[config.mk]
export PLATFORM = sky130hd
export DESIGN_NAME = tpi_frame_serial_master_top
export DESIGN_NICKNAME = d
export VERILOG_FILES = /design/src/rtl/tfsm_pkg.sv /design/src/rtl/tfsm_core.sv /design/src/rtl/tpi_frame_serial_master_top.sv
export SDC_FILE = /design/constraint.sdc
export NUM_CORES = 1
export LEC_CHECK = 0
export ABC_CLOCK_PERIOD_IN_PS = 4700
export BUFFER_PORTS_ARGS = -buffer_cell sky130_fd_sc_hd__buf_4
export CAP_MARGIN = 40
export CORE_MARGIN = 3
export CORE_UTILIZATION = 35
export DETAILED_ROUTE_END_ITERATION = 8
export HOLD_SLACK_MARGIN = 0.1
export MAX_ROUTING_LAYER = met4
export PLACE_DENSITY = 0.58
export SYNTH_ARGS = -nofsm -noshare
export SYNTH_HDL_FRONTEND = slang
export SYNTH_HIERARCHICAL = 1
export SYNTH_SLANG_ARGS = --single-unit
[constraint.sdc]
create_clock -name clk -period 4.7 [get_ports clk]
set_clock_uncertainty 0.2 [all_clocks]
set_input_delay 0.47 -clock clk [delete_from_list [all_inputs] [get_ports clk]]
set_output_delay 0.47 -clock clk [all_outputs]
set_load 0.1 [all_outputs]
[src/rtl/tfsm_pkg.sv]
// ----------------------------------------------------------------------------
// tfsm_pkg
// Shared types, command codes and frame constants of the serial frame master.
// ----------------------------------------------------------------------------
`default_nettype none

package tfsm_pkg;

  // Frame layout and counter widths
  localparam int unsigned FRAME_BITS = 12;
  localparam int unsigned DATA_BITS  = 8;
  localparam int unsigned SKIP_BITS  = 3;
  localparam int unsigned CNT_W      = 9;
  localparam int unsigned HUNT_W     = 9;
  localparam int unsigned IDLE_W     = 7;

  localparam logic [FRAME_BITS-1:0] STOP_BITS_MASK = 12'hC00;

  // Limits and reset values of the configuration registers
  localparam logic [HUNT_W-1:0] HUNT_MAX   = 9'd256;
  localparam logic [HUNT_W-1:0] HUNT_RESET = 9'd256;
  localparam logic [IDLE_W-1:0] IDLE_MAX   = 7'd64;
  localparam logic [IDLE_W-1:0] IDLE_RESET = 7'd16;

  // Register word index on the configuration port
  localparam logic REG_HUNT = 1'b0;
  localparam logic REG_IDLE = 1'b1;

  // Request command codes
  localparam logic [1:0] FUNC_TICK = 2'd0;
  localparam logic [1:0] FUNC_SEND = 2'd1;
  localparam logic [1:0] FUNC_RECV = 2'd2;
  localparam logic [1:0] FUNC_ONES = 2'd3;

  typedef enum logic [3:0] {
    MODE_IDLE = 4'b0001,
    MODE_SEND = 4'b0010,
    MODE_RECV = 4'b0100,
    MODE_ONES = 4'b1000
  } mode_t;

  typedef enum logic [2:0] {
    PH_HUNT = 3'b001,
    PH_DATA = 3'b010,
    PH_SKIP = 3'b100
  } phase_t;

  typedef struct packed {
    logic [1:0] func;
    logic [7:0] tx_byte;
    logic       line_sample;
  } item_t;

  typedef struct packed {
    logic       data_level;
    logic       data_drive;
    logic [7:0] rx_byte;
    logic       start_timeout;
    logic       op_done;
  } res_t;

  // Map a start command to its operating mode
  function automatic mode_t func_to_mode(input logic [1:0] func);
    mode_t m;
    case (func)
      FUNC_SEND: m = MODE_SEND;
      FUNC_RECV: m = MODE_RECV;
      FUNC_ONES: m = MODE_ONES;
      default:   m = MODE_IDLE;
    endcase
    return m;
  endfunction

  // Start bit, data LSB first, even parity, two stop bits
  function automatic logic [FRAME_BITS-1:0] build_frame(input logic [7:0] b);
    return {2'b00, ^b, b, 1'b0} | STOP_BITS_MASK;
  endfunction

endpackage

`default_nettype wire

[src/rtl/tfsm_core.sv]
// ----------------------------------------------------------------------------
// tfsm_core
// Operation state of the frame master and the per-slot step logic.
// ----------------------------------------------------------------------------
`default_nettype none

module tfsm_core (
  input  wire                          clk,
  input  wire                          rst_n,
  input  wire                          step_en,
  input  tfsm_pkg::item_t              item,
  input  wire [tfsm_pkg::HUNT_W-1:0]   hunt_limit,
  input  wire [tfsm_pkg::IDLE_W-1:0]   idle_ones,
  output logic                         res_valid,
  output tfsm_pkg::res_t               res
);
  import tfsm_pkg::*;

  mode_t                 mode_r,  mode_e,  mode_nxt;
  phase_t                phase_r, phase_e, phase_nxt;
  logic [CNT_W-1:0]      cnt_r,   cnt_e,   cnt_nxt, cnt_inc;
  logic [FRAME_BITS-1:0] tx_r,    tx_e,    tx_nxt;
  logic [7:0]            rx_r,    rx_e,    rx_nxt;
  logic                  tmo_r,   tmo_e,   tmo_nxt;
  logic                  done;
  logic [HUNT_W-1:0]     hunt_eff;
  logic [IDLE_W-1:0]     idle_eff;

  // Clamp the limits into their legal range
  always_comb begin
    if (hunt_limit == '0) begin
      hunt_eff = HUNT_W'(1);
    end else if (hunt_limit > HUNT_MAX) begin
      hunt_eff = HUNT_MAX;
    end else begin
      hunt_eff = hunt_limit;
    end
    if (idle_ones == '0) begin
      idle_eff = IDLE_W'(1);
    end else if (idle_ones > IDLE_MAX) begin
      idle_eff = IDLE_MAX;
    end else begin
      idle_eff = idle_ones;
    end
  end

  // A command restarts the operation in this same slot
  always_comb begin
    mode_e  = mode_r;
    phase_e = phase_r;
    cnt_e   = cnt_r;
    tx_e    = tx_r;
    rx_e    = rx_r;
    tmo_e   = tmo_r;
    if (item.func != FUNC_TICK) begin
      mode_e  = func_to_mode(item.func);
      phase_e = PH_HUNT;
      cnt_e   = '0;
      rx_e    = '0;
      tmo_e   = 1'b0;
      tx_e    = (item.func == FUNC_SEND) ? build_frame(item.tx_byte) : '0;
    end
  end

  // One bit slot of the active operation
  always_comb begin
    cnt_inc   = cnt_e + CNT_W'(1);
    mode_nxt  = mode_e;
    phase_nxt = phase_e;
    cnt_nxt   = cnt_e;
    tx_nxt    = tx_e;
    rx_nxt    = rx_e;
    tmo_nxt   = tmo_e;
    done      = 1'b0;
    res       = '0;
    res_valid = (mode_e != MODE_IDLE);
    case (mode_e)
      MODE_SEND: begin
        res.data_drive = 1'b1;
        res.data_level = tx_e[0];
        tx_nxt         = tx_e >> 1;
        cnt_nxt        = cnt_inc;
        done           = (cnt_inc >= CNT_W'(FRAME_BITS));
      end
      MODE_ONES: begin
        res.data_drive = 1'b1;
        res.data_level = 1'b1;
        cnt_nxt        = cnt_inc;
        done           = (cnt_inc >= CNT_W'(idle_eff));
      end
      MODE_RECV: begin
        case (phase_e)
          PH_HUNT: begin
            cnt_nxt = cnt_inc;
            if (!item.line_sample) begin
              phase_nxt = PH_DATA;
              cnt_nxt   = '0;
            end else if (cnt_inc >= hunt_eff) begin
              tmo_nxt   = 1'b1;
              phase_nxt = PH_DATA;
              cnt_nxt   = '0;
            end
          end
          PH_DATA: begin
            rx_nxt  = rx_e | (8'(item.line_sample) << cnt_e[2:0]);
            cnt_nxt = cnt_inc;
            if (cnt_inc >= CNT_W'(DATA_BITS)) begin
              phase_nxt = PH_SKIP;
              cnt_nxt   = '0;
            end
          end
          default: begin
            cnt_nxt = cnt_inc;
            if (cnt_inc >= CNT_W'(SKIP_BITS)) begin
              done              = 1'b1;
              res.rx_byte       = rx_e;
              res.start_timeout = tmo_e;
            end
          end
        endcase
      end
      default: ;
    endcase
    res.op_done = done;
    // Drop back to idle after the last slot
    if (done) begin
      mode_nxt  = MODE_IDLE;
      phase_nxt = PH_HUNT;
      cnt_nxt   = '0;
    end
  end

  // Advance the operation state on each processed request
  always_ff @(posedge clk) begin
    if (!rst_n) begin
      mode_r  <= MODE_IDLE;
      phase_r <= PH_HUNT;
      cnt_r   <= '0;
      tx_r    <= '0;
      rx_r    <= '0;
      tmo_r   <= 1'b0;
    end else if (step_en) begin
      mode_r  <= mode_nxt;
      phase_r <= phase_nxt;
      cnt_r   <= cnt_nxt;
      tx_r    <= tx_nxt;
      rx_r    <= rx_nxt;
      tmo_r   <= tmo_nxt;
    end
  end

endmodule

`default_nettype wire

[src/rtl/tpi_frame_serial_master_top.sv]
// A request passes through the input register, then the result register.
// Throughput: one request per cycle; the result register is the only limit,
// and a stalled result holds the input side for as long as it waits.
// Reset (rst_n low, synchronous): no operation active, hunt_limit 256,
// idle_ones 16, both channels empty.
// ----------------------------------------------------------------------------
// tpi_frame_serial_master_top
// Serial frame master for a two-wire programming link, one bit slot per
// request, with an APB register port for the hunt and idle limits.
// ----------------------------------------------------------------------------
`default_nettype none

module tpi_frame_serial_master_top (
  input  wire         clk,
  input  wire         rst_n,
  // request channel
  input  wire         in_valid,
  output logic        in_stall,
  input  wire  [1:0]  in_func,
  input  wire  [7:0]  in_tx_byte,
  input  wire         in_line_sample,
  // result channel
  output logic        out_valid,
  input  wire         out_stall,
  output logic        out_data_level,
  output logic        out_data_drive,
  output logic [7:0]  out_rx_byte,
  output logic        out_start_timeout,
  output logic        out_op_done,
  // register port
  input  wire         cfg_psel,
  input  wire         cfg_penable,
  input  wire         cfg_pwrite,
  input  wire  [2:0]  cfg_paddr,
  input  wire  [31:0] cfg_pwdata,
  output logic [31:0] cfg_prdata,
  output logic        cfg_pready
);
  import tfsm_pkg::*;

  logic              s1_valid_r, s1_valid_nxt;
  item_t             s1_item_r;
  logic              out_valid_r, out_valid_nxt;
  res_t              out_res_r;
  logic              out_blocked, advance, in_accept;
  logic              core_valid;
  res_t              core_res;
  logic [HUNT_W-1:0] hunt_r;
  logic [IDLE_W-1:0] idle_r;
  logic              cfg_wr;

  // Register port
  assign cfg_pready = 1'b1;
  assign cfg_wr     = cfg_psel & cfg_penable & cfg_pwrite & cfg_pready;

  always_ff @(posedge clk) begin
    if (!rst_n) begin
      hunt_r <= HUNT_RESET;
      idle_r <= IDLE_RESET;
    end else if (cfg_wr) begin
      case (cfg_paddr[2])
        REG_HUNT: hunt_r <= cfg_pwdata[HUNT_W-1:0];
        REG_IDLE: idle_r <= cfg_pwdata[IDLE_W-1:0];
        default:  ;
      endcase
    end
  end

  always_comb begin
    case (cfg_paddr[2])
      REG_HUNT: cfg_prdata = 32'(hunt_r);
      REG_IDLE: cfg_prdata = 32'(idle_r);
      default:  cfg_prdata = '0;
    endcase
  end

  // Handshake: stage moves on unless a held result blocks it
  assign out_blocked = out_valid_r & out_stall;
  assign advance     = s1_valid_r & ~out_blocked;
  assign in_stall    = s1_valid_r & out_blocked;
  assign in_accept   = in_valid & ~in_stall;

  always_comb begin
    s1_valid_nxt = s1_valid_r;
    if (in_accept) begin
      s1_valid_nxt = 1'b1;
    end else if (advance) begin
      s1_valid_nxt = 1'b0;
    end
    out_valid_nxt = out_valid_r;
    if (advance) begin
      out_valid_nxt = core_valid;
    end else if (out_valid_r && !out_stall) begin
      out_valid_nxt = 1'b0;
    end
  end

  // Input register
  always_ff @(posedge clk) begin
    if (!rst_n) begin
      s1_valid_r <= 1'b0;
    end else begin
      s1_valid_r <= s1_valid_nxt;
    end
  end

  always_ff @(posedge clk) begin
    if (in_accept) begin
      s1_item_r <= '{func: in_func, tx_byte: in_tx_byte, line_sample: in_line_sample};
    end
  end

  tfsm_core u_core (
    .clk        (clk),
    .rst_n      (rst_n),
    .step_en    (advance),
    .item       (s1_item_r),
    .hunt_limit (hunt_r),
    .idle_ones  (idle_r),
    .res_valid  (core_valid),
    .res        (core_res)
  );

  // Result register
  always_ff @(posedge clk) begin
    if (!rst_n) begin
      out_valid_r <= 1'b0;
    end else begin
      out_valid_r <= out_valid_nxt;
    end
  end

  always_ff @(posedge clk) begin
    if (advance && core_valid) begin
      out_res_r <= core_res;
    end
  end

  assign out_valid         = out_valid_r;
  assign out_data_level    = out_res_r.data_level;
  assign out_data_drive    = out_res_r.data_drive;
  assign out_rx_byte       = out_res_r.rx_byte;
  assign out_start_timeout = out_res_r.start_timeout;
  assign out_op_done       = out_res_r.op_done;

endmodule

`default_nettype wire

==> run_results.csv <==
group,metric,value,unit
global_routing,first_global_vias,3413,
synth,synth_flop_cell,"dfxtp_1",
job,cap_violations,0,
cells_and_area,antenna_cells,0,
setup_path,reg2reg_from,"s1_item_r[10]",
cells_and_area,seqCellArea,1790,sq um
clocking,cts_setup_buffers,0,
synth,synth_top_family_by_area,"simple AND/OR/NAND/NOR gates",
setup_path,r2r_slack,930,ps
sta,slew_violations,0,
synth,ys_seq_area_frac,0.393,
synth,synthMuxAreaShare,0.0747,
clocking,ctsRootBufferMaster,"clkbuf_16",
power_and_ir_drop,peakVddDrop,0.000180,V
power_and_ir_drop,switching_share,0.291,
hold_path,hp-start,"in_func[1]",
global_routing,grt_first_pass_wirelength,16800,um
sta,rsz0062_at_grt,"false",
floorplan,fp.coreArea,12700,sq um
synth,synthTopCellsByCount,"nand2_1, dfxtp_1, nor2_1",
floorplan,dieArea,14400,sq um
placed_design,dpl.hpwl,7390,um
synth,async_flop_share,0,
power_and_ir_drop,power_density,321,nW/um^2
routing,dr.pass1.iters,4,
power_and_ir_drop,pwr-share-comb,0.169,
synth,synth_top_area_cell,"dfxtp_1",
setup_path,max_stage_delay,400,ps
synth,yosys_warnings,6,
synth,yosys.cell_count.top_type,"nand2_1",
cells_and_area,n_fill_cell,1250,
power_and_ir_drop,power.switching,0.504,mW
global_routing,track_usage,0.149,
cells_and_area,nNetsFinal,620,
placed_design,place.gp.congestion,0.865,
setup_path,critPathCaptureType,"register",
floorplan,start_util,0.360,
clocking,cts_buffers,9,
synth,synth_area,4560,sq um
synth,synth-seq-cells,78,
synth,synth_edf_count,23,
clocking,path_clk_slew,60,ps
hold_path,hold_path_class,"in -> reg",
sta,setup_ws,931,ps
power_and_ir_drop,leakage,2.20,nW
cells_and_area,areaGrowthSynthToFinish,18.4,%
synth,synthSimpleGateAreaFrac,0.202,
sta,setup_viol,0,
routing,ant_nets,0,
setup_path,critPathArrivalTime,3850,ps
power_and_ir_drop,p_int,1.23,mW
floorplan,fp.dieW,120,um
synth,synth_compound_area_frac,0.166,
cells_and_area,final-instance-count-excl-fill,726,
sta,fmaxAchievable,0.265,GHz
cells_and_area,final_area,5400,sq um
floorplan,placementRows,41,
clocking,clk_latency,340,ps
setup_path,cp_max_fo,6,
setup_path,worstSetupPathType,"reg -> reg",
routing,drc,0,
cells_and_area,layout-drive-gt1-share,0.170,
synth,synth.distinct_cells,70,
routing,vias,3655,
setup_path,rr_worst_depth,14,
setup_path,r2r-end,"u_core/cnt_r[6]",
routing,vias_per_cell,5.03,
hold_path,min_path_cells,1,
cells_and_area,multi_input_area,2470,sq um
placed_design,dp_cells,700,
floorplan,ios,100,
setup_path,critPathSlowestCell,"a21boi_0",
synth,synthXorXnorAreaFrac,0.0288,
setup_path,required,4780,ps
clocking,cts_sinks,78,
synth,syn_area_per_cell,9.23,sq um
clocking,cts_max_path_buffers,2,
clocking,htreeDepth,3,
global_routing,antenna_found_initial,0,
placed_design,placed_cell_area,4990,sq um
clocking,postCtsResizedCells,0,
sta,holdWs,121,ps
outcome,status,"finished clean",
power_and_ir_drop,power_frac_seq,0.421,
placed_design,pre_cts_slack,914,ps
setup_path,cp_cell_sequence,"nor2_1, nand2_1, inv_1, ha_1, nand3_1, mux2i_1, inv_1, ha_1, a211oi_1, o21ai_0, a21boi_0, o211ai_1, a21oi_4, a32o_1",
clocking,cts_hold_buf,10,
global_routing,grt_max_degree,39,
power_and_ir_drop,p_clk_frac,0.410,
routing,drt_iter0_drc,165,
floorplan,die_h,120,um
sta,relSlewSlack,0.464,
sta,hold_violations,0,
synth,synthAdderAreaFrac,0.0494,
synth,netlist.area_leader.share,0.242,
synth,synth_area_leaders,"dfxtp_1, edfxtp_1, mux2i_1",
global_routing,grt-ovfl-total,0,
synth,synthCells,494,
routing,detail_route.wl_per_cell,14.0,um
placed_design,portBuffers,50,
sta,setup_tns,0,ps
sta,fin_crit_sh,0.802,
sta,period_needed,3770,ps
routing,wl,10200,um
clocking,cts_tree,"yes",
setup_path,startpoint_type,"register",
sta,worst_slew_pin_slew,803,ps
hold_path,hold_path_end,"s1_item_r[10]",
worst max-delay path by stage:
stage               slack (ps)  depth (start not counted)         endpoint           from
floorplan                  880                         18  u_core/cnt_r[0]  s1_item_r[10]
global placement           940                         15  u_core/cnt_r[5]  s1_item_r[10]
detailed placement         910                         15  u_core/cnt_r[6]  s1_item_r[10]
CTS                        900                         15  u_core/cnt_r[6]  s1_item_r[10]
global route               500                         15  u_core/cnt_r[7]   s1_item_r[9]
finish                     930                         14  u_core/cnt_r[6]  s1_item_r[10]
worst max-delay path: cells and delay by family (launching register included):
| family | cells | cell delay, ps |
|---|---|---|
| AO/OA/AOI/OAI | 6 | 1490 |
| adder cells (fa/ha/maj) | 2 | 640 |
| buffers and inverters | 2 | 270 |
| flip-flops | 1 | 370 |
| multiplexers | 1 | 280 |
| AND/OR/NAND/NOR | 3 | 450 |
metal layers:
metal  global-route usage  wire [um]
met4               0.0623        235
met2                0.220       4550
met5                    -          0
met3               0.0297        576
met1                0.200       4820
state kept, by name, indices dropped and copies added, names as in the netlist:
signal	count
s1_valid_r	1
u_core/rx_r	8
out_op_done	1
out_data_level	1
s1_item_r	11
idle_r	7
u_core/tmo_r	1
u_core/mode_r	4
out_data_drive	1
u_core/tx_r	12
out_rx_byte	8
u_core/phase_r	3
out_valid	1
u_core/cnt_r	9
hunt_r	9
out_start_timeout	1
stage by stage:
stage	utilization	total power, mW
global placement	0.393	1.03
finish	0.426	1.73
global route	0.426	1.80
CTS	0.426	1.76
floorplan	-	0.988
detailed placement	0.394	1.03
logic make-up after synthesis:
kind of cell | after synthesis
AND/OR/NAND/NOR | 177
adder cells (fa/ha/maj) | 18
other | 2
buffers and inverters | 66
multiplexers | 33
flip-flops | 78
XOR/XNOR | 15
AO/OA/AOI/OAI | 105
cell usage in the layout, fill, tap and decap left out, types with 14 or more instances in the layout:
| master | n |
|---|---|
| nand2_1 | 62 |
| buf_4 | 60 |
| dfxtp_1 | 55 |
| nor2_1 | 31 |
| a21oi_1 | 25 |
| mux2i_1 | 25 |
| conb_1 | 24 |
| edfxtp_1 | 23 |
| o21ai_0 | 20 |
| ha_1 | 18 |
| inv_1 | 16 |
| nor2b_1 | 14 |
| and2_1 | 14 |
power by group through the flow:
stage	registers, mW	logic [mW]	clock network (mW)
6_report	0.729	0.293	0.710
5_1_grt	0.732	0.311	0.754
4_1_cts	0.729	0.293	0.734
3_5_place_dp	0.744	0.286	0
3_3_place_gp	0.744	0.284	0
2_1_floorplan	0.776	0.212	0
cell type report:
| type | instances | share of cell area |
|---|---|---|
| clock buffer | 13 | 0.0485 |
| clock inverter | 3 | 0.00788 |
| inverter | 18 | 0.0125 |
| multi-input combinational | 372 | 0.457 |
| sequential | 78 | 0.332 |
| tap | 172 | 0.0399 |
| timing repair buffer | 70 | 0.102 |
Note: power is estimated with default switching activity, not from simulation.
